==> src/rtl/core/qsp_pkg.sv <==
`default_nettype none

package qsp_pkg;

    // Capacity of the direction memory by default.
    localparam int MAX_DIRECTIONS_DEF = 64;

    // Field widths fixed by the fixed-point formats.
    localparam int COS_W   = 16;   // Q1.14 direction cosine
    localparam int WGT_W   = 16;   // raw and normalised weight
    localparam int TOTAL_W = 22;   // running weight sum
    localparam int TOL_W   = 11;   // match tolerance
    localparam int IDX_W   = 6;    // direction index on the result ports
    localparam int COEF_W  = 17;   // differencing coefficient
    localparam int ACC_W   = 34;   // level accumulator
    localparam int PROD_W  = 33;   // weight times cosine
    localparam int DVD_W   = 32;   // dividend of the weight normalisation
    localparam int DIV_STEPS = 16;
    localparam int DIV_CNT_W = 5;

    localparam logic [TOL_W-1:0] TOL_RESET = 11'd2;

    // Packed memory word: {level_end, weight, xi, mu}.
    localparam int RAM_W     = 1 + WGT_W + 2 * COS_W;
    localparam int MU_LSB    = 0;
    localparam int XI_LSB    = COS_W;
    localparam int WGT_LSB   = 2 * COS_W;
    localparam int LEND_BIT  = 2 * COS_W + WGT_W;

    typedef enum logic [2:0] {
        ST_IDLE,
        ST_FETCH,
        ST_ROW,
        ST_SEARCH,
        ST_DIVWAIT,
        ST_MUL,
        ST_EMIT
    } qsp_state_t;

    // Magnitude of a 17 bit two's complement value, read as unsigned.
    function automatic logic [COS_W:0] mag17(input logic signed [COS_W:0] v);
        logic [COS_W:0] r;
        r = v[COS_W] ? (COS_W+1)'(-v) : v;
        return r;
    endfunction

endpackage

`default_nettype wire

==> src/rtl/core/quadrature_set_postprocess.sv <==
`default_nettype none

// Direction set post-processor. Directions are loaded one request per clock
// cycle while busy is low: a request is taken at a rising edge with start high
// and busy low. Directions past MAX_DIRECTIONS are dropped and reported
// through overflowed. The request that carries set_end raises busy and starts
// the output pass, which gives one result per stored direction in index
// order. Each result is shown for exactly one cycle with result_valid high;
// the receiver cannot hold results back, so it must take every strobe. For
// each result of a set of n directions, the mirror search walks all n entries
// through the single read port of the direction memory, and the weight
// normalisation is a 16-step serial divider that runs alongside it. Busy
// falls as the final result is shown, and a new set may be loaded. The tolerance
// register may only be written while busy is low and no result is pending.
module quadrature_set_postprocess #(
    parameter int MAX_DIRECTIONS = qsp_pkg::MAX_DIRECTIONS_DEF
) (
    input  wire logic                              clk,
    input  wire logic                              rst_n,
    // Tolerance register.
    input  wire logic                              cfg_we,
    input  wire logic [qsp_pkg::TOL_W-1:0]         cfg_wdata,
    // Load requests.
    input  wire logic                              start,
    output      logic                              busy,
    input  wire logic signed [qsp_pkg::COS_W-1:0]  dir_mu,
    input  wire logic signed [qsp_pkg::COS_W-1:0]  dir_xi,
    input  wire logic [qsp_pkg::WGT_W-1:0]         raw_weight,
    input  wire logic                              level_end,
    input  wire logic                              set_end,
    // Results.
    output      logic                              result_valid,
    output      logic [qsp_pkg::IDX_W-1:0]         direction,
    output      logic [qsp_pkg::WGT_W-1:0]         norm_weight,
    output      logic signed [qsp_pkg::COEF_W-1:0] diff_coeff,
    output      logic [qsp_pkg::IDX_W-1:0]         mu_partner,
    output      logic [qsp_pkg::IDX_W-1:0]         xi_partner,
    output      logic [qsp_pkg::IDX_W-1:0]         both_partner,
    output      logic                              overflowed,
    output      logic                              last
);

    localparam int AW    = $clog2(MAX_DIRECTIONS);
    localparam int CNT_W = $clog2(MAX_DIRECTIONS + 1);
    localparam int CW    = qsp_pkg::COS_W;

    // Control state.
    qsp_pkg::qsp_state_t state_reg, state_next;
    logic [CNT_W-1:0]              count_reg;
    logic [qsp_pkg::TOTAL_W-1:0]   total_reg;
    logic                          ovf_reg;
    logic [qsp_pkg::TOL_W-1:0]     tol_reg;
    logic [AW-1:0]                 i_reg;
    logic [AW-1:0]                 j_reg;
    logic                          res_valid_reg;

    // Datapath registers for the direction in hand.
    logic signed [CW-1:0]           row_mu_reg;
    logic signed [CW-1:0]           row_xi_reg;
    logic                           row_lend_reg;
    logic [qsp_pkg::IDX_W-1:0]      pm_reg, px_reg, pb_reg;
    logic [qsp_pkg::WGT_W-1:0]      nw_reg;
    logic signed [qsp_pkg::PROD_W-1:0] prod_reg;
    logic signed [qsp_pkg::ACC_W-1:0]  acc_reg;
    logic signed [qsp_pkg::COEF_W-1:0] coeff_reg;

    // Result registers.
    logic [qsp_pkg::IDX_W-1:0]         dir_out_reg;
    logic [qsp_pkg::WGT_W-1:0]         nw_out_reg;
    logic signed [qsp_pkg::COEF_W-1:0] coeff_out_reg;
    logic [qsp_pkg::IDX_W-1:0]         pm_out_reg, px_out_reg, pb_out_reg;
    logic                              ovf_out_reg, last_out_reg;

    // Memory and divider wiring.
    logic                       accept;
    logic                       ram_we;
    logic [AW-1:0]              ram_raddr;
    logic [qsp_pkg::RAM_W-1:0]  ram_wdata;
    logic [qsp_pkg::RAM_W-1:0]  ram_rdata;
    logic                       div_start;
    logic                       div_busy;
    logic [qsp_pkg::WGT_W-1:0]  div_quot;
    logic [qsp_pkg::DVD_W-1:0]  dividend;
    logic                       room;
    logic                       is_last;
    logic                       search_done;

    // Search datapath.
    logic signed [CW-1:0] rd_mu, rd_xi;
    logic [CW:0]          m_sum_mag, m_dif_mag, x_sum_mag, x_dif_mag;
    logic                 m_sum_ok, m_dif_ok, x_sum_ok, x_dif_ok;

    // Coefficient rounding.
    logic signed [qsp_pkg::ACC_W-1:0]   neg_rnd;
    logic signed [qsp_pkg::ACC_W-1:0]   scaled;
    logic signed [qsp_pkg::COEF_W-1:0]  coeff_next;
    logic signed [qsp_pkg::PROD_W-1:0]  prod_next;
    logic signed [qsp_pkg::ACC_W-1:0]   acc_sum;

    localparam logic signed [qsp_pkg::ACC_W-1:0] SAT_HI = qsp_pkg::ACC_W'(32768);
    localparam logic signed [qsp_pkg::ACC_W-1:0] SAT_LO = -qsp_pkg::ACC_W'(32768);
    localparam logic signed [qsp_pkg::ACC_W-1:0] HALF_LSB = qsp_pkg::ACC_W'(8192);

    assign room        = (count_reg < CNT_W'(MAX_DIRECTIONS));
    assign is_last     = (CNT_W'(i_reg) == count_reg - 1'b1);
    assign search_done = (CNT_W'(j_reg) == count_reg - 1'b1);

    // The direction memory holds mu, xi, weight and the level mark together.
    assign ram_wdata = {level_end, raw_weight, dir_xi, dir_mu};

    qsp_ram #(
        .WIDTH (qsp_pkg::RAM_W),
        .DEPTH (MAX_DIRECTIONS)
    ) u_dir_ram (
        .clk   (clk),
        .we    (ram_we),
        .waddr (count_reg[AW-1:0]),
        .wdata (ram_wdata),
        .raddr (ram_raddr),
        .rdata (ram_rdata)
    );

    // Dividend is weight * 32768 plus half the total, so the quotient rounds
    // to nearest with halves going up.
    assign dividend = {1'b0, ram_rdata[qsp_pkg::WGT_LSB +: qsp_pkg::WGT_W], 15'd0}
                      + qsp_pkg::DVD_W'(total_reg >> 1);

    qsp_div u_div (
        .clk      (clk),
        .rst_n    (rst_n),
        .start    (div_start),
        .dividend (dividend),
        .divisor  (total_reg),
        .busy     (div_busy),
        .quotient (div_quot)
    );

    // Mirror tests between the held direction and the entry being read.
    assign rd_mu = ram_rdata[qsp_pkg::MU_LSB +: CW];
    assign rd_xi = ram_rdata[qsp_pkg::XI_LSB +: CW];

    assign m_sum_mag = qsp_pkg::mag17((CW+1)'(row_mu_reg) + (CW+1)'(rd_mu));
    assign m_dif_mag = qsp_pkg::mag17((CW+1)'(row_mu_reg) - (CW+1)'(rd_mu));
    assign x_sum_mag = qsp_pkg::mag17((CW+1)'(row_xi_reg) + (CW+1)'(rd_xi));
    assign x_dif_mag = qsp_pkg::mag17((CW+1)'(row_xi_reg) - (CW+1)'(rd_xi));

    assign m_sum_ok = (m_sum_mag <= (CW+1)'(tol_reg));
    assign m_dif_ok = (m_dif_mag <= (CW+1)'(tol_reg));
    assign x_sum_ok = (x_sum_mag <= (CW+1)'(tol_reg));
    assign x_dif_ok = (x_dif_mag <= (CW+1)'(tol_reg));

    // The coefficient is minus the level sum so far, rounded to the nearest
    // 2^-15 with halves up, then clamped to plus or minus 1.0.
    assign neg_rnd = HALF_LSB - acc_reg;
    assign scaled  = neg_rnd >>> 14;

    always_comb
    begin
        if (scaled > SAT_HI)
        begin
            coeff_next = qsp_pkg::COEF_W'(SAT_HI);
        end
        else if (scaled < SAT_LO)
        begin
            coeff_next = qsp_pkg::COEF_W'(SAT_LO);
        end
        else
        begin
            coeff_next = qsp_pkg::COEF_W'(scaled);
        end
    end

    assign prod_next = $signed({1'b0, nw_reg}) * row_mu_reg;
    assign acc_sum   = acc_reg + {{(qsp_pkg::ACC_W - qsp_pkg::PROD_W){prod_reg[qsp_pkg::PROD_W-1]}},
                                  prod_reg};

    // Next state.
    always_comb
    begin
        state_next = state_reg;
        unique case (state_reg)
            qsp_pkg::ST_IDLE:
            begin
                if (accept && set_end)
                begin
                    state_next = qsp_pkg::ST_FETCH;
                end
            end
            qsp_pkg::ST_FETCH:
            begin
                state_next = qsp_pkg::ST_ROW;
            end
            qsp_pkg::ST_ROW:
            begin
                state_next = qsp_pkg::ST_SEARCH;
            end
            qsp_pkg::ST_SEARCH:
            begin
                if (search_done)
                begin
                    state_next = qsp_pkg::ST_DIVWAIT;
                end
            end
            qsp_pkg::ST_DIVWAIT:
            begin
                if (!div_busy)
                begin
                    state_next = qsp_pkg::ST_MUL;
                end
            end
            qsp_pkg::ST_MUL:
            begin
                state_next = qsp_pkg::ST_EMIT;
            end
            qsp_pkg::ST_EMIT:
            begin
                state_next = is_last ? qsp_pkg::ST_IDLE : qsp_pkg::ST_FETCH;
            end
            default:
            begin
                state_next = qsp_pkg::ST_IDLE;
            end
        endcase
    end

    // State outputs.
    always_comb
    begin
        busy      = 1'b1;
        ram_we    = 1'b0;
        ram_raddr = '0;
        div_start = 1'b0;
        unique case (state_reg) inside
            qsp_pkg::ST_IDLE:
            begin
                busy   = 1'b0;
                ram_we = start && room;
            end
            qsp_pkg::ST_FETCH:
            begin
                ram_raddr = i_reg;
            end
            qsp_pkg::ST_ROW:
            begin
                div_start = 1'b1;
            end
            qsp_pkg::ST_SEARCH:
            begin
                ram_raddr = j_reg + 1'b1;
            end
            qsp_pkg::ST_DIVWAIT,
            qsp_pkg::ST_MUL,
            qsp_pkg::ST_EMIT:
            begin
                ram_raddr = '0;
            end
            default:
            begin
                busy = 1'b1;
            end
        endcase
    end

    assign accept = start && !busy;

    // Control registers.
    always_ff @(posedge clk or negedge rst_n)
    begin
        if (!rst_n)
        begin
            state_reg     <= qsp_pkg::ST_IDLE;
            count_reg     <= '0;
            total_reg     <= '0;
            ovf_reg       <= 1'b0;
            tol_reg       <= qsp_pkg::TOL_RESET;
            i_reg         <= '0;
            j_reg         <= '0;
            res_valid_reg <= 1'b0;
        end
        else
        begin
            state_reg     <= state_next;
            res_valid_reg <= (state_reg == qsp_pkg::ST_EMIT);
            if (cfg_we)
            begin
                tol_reg <= cfg_wdata;
            end
            if (accept)
            begin
                if (room)
                begin
                    count_reg <= count_reg + 1'b1;
                    total_reg <= qsp_pkg::TOTAL_W'(total_reg + raw_weight);
                end
                else
                begin
                    ovf_reg <= 1'b1;
                end
                i_reg <= '0;
            end
            if (state_reg == qsp_pkg::ST_ROW)
            begin
                j_reg <= '0;
            end
            if (state_reg == qsp_pkg::ST_SEARCH)
            begin
                j_reg <= j_reg + 1'b1;
            end
            if (state_reg == qsp_pkg::ST_EMIT)
            begin
                if (is_last)
                begin
                    // The set is finished: make room for the next one.
                    count_reg <= '0;
                    total_reg <= '0;
                    ovf_reg   <= 1'b0;
                end
                else
                begin
                    i_reg <= i_reg + 1'b1;
                end
            end
        end
    end

    // Datapath registers.
    always_ff @(posedge clk)
    begin
        if (accept)
        begin
            acc_reg <= '0;
        end
        if (state_reg == qsp_pkg::ST_ROW)
        begin
            row_mu_reg   <= ram_rdata[qsp_pkg::MU_LSB +: CW];
            row_xi_reg   <= ram_rdata[qsp_pkg::XI_LSB +: CW];
            row_lend_reg <= ram_rdata[qsp_pkg::LEND_BIT];
            pm_reg       <= '0;
            px_reg       <= '0;
            pb_reg       <= '0;
        end
        if (state_reg == qsp_pkg::ST_SEARCH)
        begin
            // Later matches overwrite earlier ones.
            if (m_sum_ok && x_dif_ok)
            begin
                pm_reg <= qsp_pkg::IDX_W'(j_reg);
            end
            if (m_dif_ok && x_sum_ok)
            begin
                px_reg <= qsp_pkg::IDX_W'(j_reg);
            end
            if (m_sum_ok && x_sum_ok)
            begin
                pb_reg <= qsp_pkg::IDX_W'(j_reg);
            end
        end
        if (state_reg == qsp_pkg::ST_DIVWAIT && !div_busy)
        begin
            nw_reg <= (total_reg == '0) ? '0 : div_quot;
        end
        if (state_reg == qsp_pkg::ST_MUL)
        begin
            prod_reg  <= prod_next;
            coeff_reg <= coeff_next;
        end
        if (state_reg == qsp_pkg::ST_EMIT)
        begin
            acc_reg       <= row_lend_reg ? '0 : acc_sum;
            dir_out_reg   <= qsp_pkg::IDX_W'(i_reg);
            nw_out_reg    <= nw_reg;
            coeff_out_reg <= coeff_reg;
            pm_out_reg    <= pm_reg;
            px_out_reg    <= px_reg;
            pb_out_reg    <= pb_reg;
            ovf_out_reg   <= ovf_reg;
            last_out_reg  <= is_last;
        end
    end

    assign result_valid = res_valid_reg;
    assign direction    = dir_out_reg;
    assign norm_weight  = nw_out_reg;
    assign diff_coeff   = coeff_out_reg;
    assign mu_partner   = pm_out_reg;
    assign xi_partner   = px_out_reg;
    assign both_partner = pb_out_reg;
    assign overflowed   = ovf_out_reg;
    assign last         = last_out_reg;

    // A result strobe only ever follows the emit step.
    a_strobe_after_emit: assert property (@(posedge clk) disable iff (!rst_n)
        result_valid |-> $past(state_reg == qsp_pkg::ST_EMIT))
        else $error("result strobe without emit step");

    // The final result leaves the set empty.
    a_last_clears_set: assert property (@(posedge clk) disable iff (!rst_n)
        (result_valid && last) |-> (count_reg == '0 && !ovf_reg) || $past(accept))
        else $error("set not cleared after final result");

    // The normalised weight is never taken before the divider has finished.
    a_div_done_at_emit: assert property (@(posedge clk) disable iff (!rst_n)
        (state_reg == qsp_pkg::ST_MUL || state_reg == qsp_pkg::ST_EMIT) |-> !div_busy)
        else $error("divider still running at emit");

    // Loading never runs past the memory capacity.
    a_count_bound: assert property (@(posedge clk) disable iff (!rst_n)
        count_reg <= CNT_W'(MAX_DIRECTIONS))
        else $error("direction count beyond capacity");

endmodule

`default_nettype wire

==> src/rtl/core/qsp_ram.sv <==
`default_nettype none

module qsp_ram #(
    parameter int WIDTH = qsp_pkg::RAM_W,
    parameter int DEPTH = qsp_pkg::MAX_DIRECTIONS_DEF
) (
    input  wire logic                     clk,
    input  wire logic                     we,
    input  wire logic [$clog2(DEPTH)-1:0] waddr,
    input  wire logic [WIDTH-1:0]         wdata,
    input  wire logic [$clog2(DEPTH)-1:0] raddr,
    output      logic [WIDTH-1:0]         rdata
);

    logic [WIDTH-1:0] mem [DEPTH];

    always_ff @(posedge clk)
    begin
        if (we)
        begin
            mem[waddr] <= wdata;
        end
        rdata <= mem[raddr];
    end

endmodule

`default_nettype wire

==> src/rtl/core/qsp_div.sv <==
`default_nettype none

// Restoring divider, one quotient bit per cycle. The caller guarantees that
// the quotient fits in the quotient width, so the upper dividend half starts
// below the divisor.
module qsp_div (
    input  wire logic                          clk,
    input  wire logic                          rst_n,
    input  wire logic                          start,
    input  wire logic [qsp_pkg::DVD_W-1:0]     dividend,
    input  wire logic [qsp_pkg::TOTAL_W-1:0]   divisor,
    output      logic                          busy,
    output      logic [qsp_pkg::WGT_W-1:0]     quotient
);

    logic [qsp_pkg::TOTAL_W-1:0]   rem_reg, rem_next;
    logic [qsp_pkg::WGT_W-1:0]     quo_reg, quo_next;
    logic [qsp_pkg::TOTAL_W-1:0]   dsr_reg;
    logic [qsp_pkg::DIV_CNT_W-1:0] cnt_reg, cnt_next;
    logic [qsp_pkg::TOTAL_W:0]     trial;

    assign busy     = (cnt_reg != '0);
    assign quotient = quo_reg;
    assign trial    = {rem_reg, quo_reg[qsp_pkg::WGT_W-1]};

    always_comb
    begin
        rem_next = rem_reg;
        quo_next = quo_reg;
        cnt_next = cnt_reg;
        if (start)
        begin
            rem_next = qsp_pkg::TOTAL_W'(dividend[qsp_pkg::DVD_W-1:qsp_pkg::WGT_W]);
            quo_next = dividend[qsp_pkg::WGT_W-1:0];
            cnt_next = qsp_pkg::DIV_CNT_W'(qsp_pkg::DIV_STEPS);
        end
        else if (busy)
        begin
            if (trial >= {1'b0, dsr_reg})
            begin
                rem_next = qsp_pkg::TOTAL_W'(trial - {1'b0, dsr_reg});
                quo_next = {quo_reg[qsp_pkg::WGT_W-2:0], 1'b1};
            end
            else
            begin
                rem_next = trial[qsp_pkg::TOTAL_W-1:0];
                quo_next = {quo_reg[qsp_pkg::WGT_W-2:0], 1'b0};
            end
            cnt_next = cnt_reg - 1'b1;
        end
    end

    always_ff @(posedge clk or negedge rst_n)
    begin
        if (!rst_n)
        begin
            cnt_reg <= '0;
        end
        else
        begin
            cnt_reg <= cnt_next;
        end
    end

    always_ff @(posedge clk)
    begin
        rem_reg <= rem_next;
        quo_reg <= quo_next;
        if (start)
        begin
            dsr_reg <= divisor;
        end
    end

endmodule

`default_nettype wire

==> config.mk <==
export PLATFORM = sky130hd
export DESIGN_NAME = quadrature_set_postprocess
export DESIGN_NICKNAME = d
export VERILOG_FILES = /design/src/rtl/core/qsp_pkg.sv /design/src/rtl/core/quadrature_set_postprocess.sv /design/src/rtl/core/qsp_ram.sv /design/src/rtl/core/qsp_div.sv
export SDC_FILE = /design/constraint.sdc
export NUM_CORES = 2
export LEC_CHECK = 0
export BUFFER_PORTS_ARGS = -buffer_cell sky130_fd_sc_hd__buf_2
export CAP_MARGIN = 20
export CORE_ASPECT_RATIO = 1.75
export CORE_MARGIN = 10
export CORE_UTILIZATION = 30
export CTS_BUF_LIST = sky130_fd_sc_hd__clkbuf_4 sky130_fd_sc_hd__clkbuf_8
export DETAILED_ROUTE_END_ITERATION = 6
export GPL_ROUTABILITY_DRIVEN = 0
export GPL_TIMING_DRIVEN = 0
export PLACE_DENSITY = 0.45
export SLEW_MARGIN = 0
export SYNTH_ARGS = -nofsm -noshare
export SYNTH_HDL_FRONTEND = slang
export SYNTH_SLANG_ARGS = --single-unit
==> constraint.sdc <==
create_clock -name clk -period 12.9 [get_ports clk]
set_clock_uncertainty 0.05 [all_clocks]
set_input_delay 0.645 -clock clk [delete_from_list [all_inputs] [get_ports clk]]
set_output_delay 0.645 -clock clk [all_outputs]
set_load 0.02 [all_outputs]
==> impl_metrics.yaml <==
power:
  p_leak_nw: 65.1
  p_per_area_nw_per_um2: 121
  ir_worst_vdd_mv: 0.105
  power_mw: 22.2
clock_network:
  clockRootBuffer: "clkbuf_8"
  postCtsSetupBuffers: 0
  htreeDepth: 6
  cts_tree: "built"
  insertion_delay_ns: 1.24
  cts_made_buffers: 537
  cts_sinks: 3517
  clock_path_buffers: 4
  cts_resized: 0
  path_clk_slew_ns: 0.07
logic_synthesis:
  synth_compound_area_share_pct: 8.70
  seq_area_frac_synth_pct: 67.0
  syn-mean-instance-area_um2: 12.3
  synth_edf_count: 3382
  postSynth.asyncResetShare_pct: 1.76
  yosys_most_used_dff: "edfxtp_1"
  yosys_warnings: 0
  synth_top_family_by_area: "simple AND/OR/NAND/NOR gates"
  synth-simple-area-share_pct: 14.8
  netlist_instances: 12700
  ys_types: 106
  synth_seq_cells: 3517
  synth_xor_area_share_pct: 1.10
  synth.net_count: 13300
  syn_area_um2: 156000
  synth_fa_ha_area_share_pct: 5.13
  muxShareOfSynthArea_pct: 0.266
die:
  start_util_pct: 30.1
  fp.dieW_um: 565
  die_area_um2: 551000
  io_pins: 126
  num_rows: 350
  die_h_um: 974
  coreArea_um2: 518000
placement:
  dpl.cell_count: 20000
  dp.final_hpwl_um: 484000
  post-place-ws_ns: 4.45
  place_area_um2: 172000
  portBuffers: 125
routing:
  detail_route.vias_per_cell: 5.16
  drcViolationCount: 0
  vias: 109000
  wl_um: 642000
  first_iter_violations: 8859
  first_pass_iters: 6
  postRouteAntennaNets: 0
  wire_per_inst_um: 30.5
sta:
  worst_pin_slew_ns: 1.51
  period_share_pct: 64.9
  grt_setup_unrepaired: "no"
  setup_ws_ns: 4.53
  setup_viol: 0
  period_minus_slack_ns: 8.37
  whs_ns: 0.168
  final-hold-violation-count: 0
  slew_violations: 2
  fmax_mhz: 119
  setup-tns-final_ns: 0
  slew_headroom_pct: -1.31
grt:
  overflow: 0
  track_usage_pct: 22.5
  grt_pass1_vias: 110000
  grt_max_degree: 64
  antenna_found_initial: 67
  grt_pass1_wl_um: 872000
finish:
  fin_util_pct: 35.3
  final_nets: 14300
  largest_reg_flops: 3136
  fill_cells: 51200
  multi_input_area_um2: 47400
  final_layout_size_suffix_gt1_share_pct: 10.3
  area_growth_pct: 17.3
  ff_latch_area_um2: 105000
  finalNonFillerCells: 21000
  final_area_um2: 183000
outcome:
  outcome: "finished with violations"
  violations: "capacitance limit, slew limit"
worst_setup_path:
  cp.arrival_ns: 9.23
  max_stage_delay_ns: 0.94
  cp_max_fo: 10
  worst-setup-path-type: "reg2reg"
  cp-end-kind: "flip-flop"
  path_cells: "clkbuf_1 -> nand2_1 -> fa_1 -> fa_1 -> fa_1 -> inv_1 -> fa_1 -> fa_1 -> inv_1 -> fa_1 -> inv_1 -> ha_1 -> a21o_1 -> a21o_1 -> a21o_1 -> a21oi_1 -> o31ai_1 -> a21oi_1 -> a21boi_0 -> o31ai_1 -> nand3_1 -> a31oi_1 -> xnor2_1"
  path_common_cell: "fa_1"
  slowest_stage: "edfxtp_1"
  start_kind: "flip-flop"
  cp.required_ns: 13.76
job:
  drv_cap: 1
worst_hold_path:
  hp-class: "in2reg"
## critical path, delay by kind of cell, from the launching register on
family | cells | cell delay, ns
adder cells (fa/ha/maj) | 7 | 3.39
AND/OR/NAND/NOR | 2 | 0.36
flip-flops | 1 | 0.94
XOR/XNOR | 1 | 0.09
buffers and inverters | 4 | 1.02
AO/OA/AOI/OAI | 9 | 2.24
## path summary, 6_finish.rpt
check                      cells past startpoint                         endpoint               startpoint  slack (ns)
min in group asynchronous                      4     u_div.cnt_reg[0]$_DFFE_PN0P_                    rst_n        0.52
max                                           23           prod_reg[32]$_DFFE_PP_  row_mu_reg[1]$_DFFE_PP_        4.53
min reg2reg                                    0          mu_partner[0]$_DFFE_PP_        pm_reg[0]$_DFF_P_        0.36
max in group asynchronous                      4           tol_reg[1]$_DFFE_PN1P_                    rst_n       11.81
max reg2reg                                   23           prod_reg[32]$_DFFE_PP_  row_mu_reg[1]$_DFFE_PP_        4.53
min                                            2  u_dir_ram.mem[42][48]$_DFFE_PP_                level_end        0.17
## synth_stat cells (all sizes together), types with 8 or more instances
cell | instances | area (µm²)
a2111oi | 15 | 163
a211oi | 368 | 2770
a21boi | 9 | 67.6
a21o | 56 | 420
a21oi | 366 | 1830
a311oi | 395 | 3460
a31oi | 419 | 2620
and2 | 134 | 840
and3 | 603 | 3770
and4 | 9 | 80.1
buf | 52 | 245
clkbuf | 748 | 2920
dfrtp | 61 | 1530
dfxtp | 73 | 1460
edfxtp | 3382 | 102000
fa | 202 | 4040
ha | 317 | 3970
inv | 408 | 1530
mux2i | 37 | 370
nand2 | 3482 | 13100
nand2b | 40 | 250
nand3 | 450 | 2250
nand3b | 8 | 72.6
nand4 | 34 | 213
nor2 | 278 | 1050
nor2b | 55 | 347
nor3 | 67 | 357
nor3b | 13 | 97.6
nor4 | 29 | 203
o211ai | 14 | 105
o21a | 35 | 263
o21ai | 140 | 708
o21bai | 18 | 139
o22ai | 8 | 50.1
o31a | 8 | 71.3
o31ai | 16 | 130
or2 | 15 | 93.8
or3 | 27 | 169
xnor2 | 126 | 1100
xor2 | 70 | 613
## report_power, final
group / internal (mW) / switching, mW / total [mW]
combinational: 0.0915 / 0.318 / 0.409
sequential: 12.5 / 0.00191 / 12.5
clock: 4.65 / 4.64 / 9.29
total: 17.2 / 4.96 / 22.2
## layer usage
layer  up-vias  wire, µm  share of wire [%]  track usage (%)
met4        19     71000                 11             20.2
met1     54700    199000                 31             20.7
met2      3759    343000                 53             42.4
met3      1566     29300                4.6             3.00
met5         -       156              0.024                0
li1      48500         -                  -                -
## cell type report
class                      instances  area share, %
antenna                           35         0.0478
buffer                           800           1.76
clock inverter                   210          0.724
multi-input combinational       7971           25.9
clock buffer                     719           4.85
timing repair buffer             515           4.08
inverter                         408          0.838
tap                             6864           4.69
sequential                      3517           57.1
## placed cells by master (no fill, tap or decap), drive strengths merged, types with 16 or more instances in the layout
cell type / netlist / routed
edfxtp: 3382 / 3382
a211oi: 368 / 368
a21o: 56 / 56
dfrtp: 61 / 61
ha: 317 / 317
xor2: 70 / 70
inv: 408 / 436
mux2i: 37 / 37
nor2: 278 / 278
and2: 134 / 134
nand2: 3482 / 3482
nor2b: 55 / 55
nand4: 34 / 34
and3: 603 / 603
a31oi: 419 / 419
o21a: 35 / 35
a311oi: 395 / 395
diode: 0 / 35
nor3: 67 / 67
buf: 52 / 478
nand2b: 40 / 40
nand3: 450 / 450
o31ai: 16 / 16
nor4: 29 / 29
clkinv: 0 / 158
o21ai: 140 / 140
or3: 27 / 27
a21oi: 366 / 366
dlygate4sd3: 0 / 85
xnor2: 126 / 126
clkbuf: 748 / 1471
dfxtp: 73 / 73
o21bai: 18 / 18
clkinvlp: 0 / 16
fa: 202 / 202
## what timing repair did
item                        CTS  global route
hold endpoints to repair   1332             0
hold buffers                 86             0
setup endpoints to repair     0             0
## cells by family (layout without fill, tap and decap cells)
kind of cell | Yosys count | after routing
AOI/OAI and AO/OA | 1948 | 1948
xor gates and xnor gates | 196 | 196
adders and majority gates | 519 | 519
buffers and inverters | 1208 | 2652
DFF | 3517 | 3517
muxes | 41 | 41
other | 0 | 35
and+or+nand+nor | 5267 | 5267
Power figures use the tool's default switching activity.
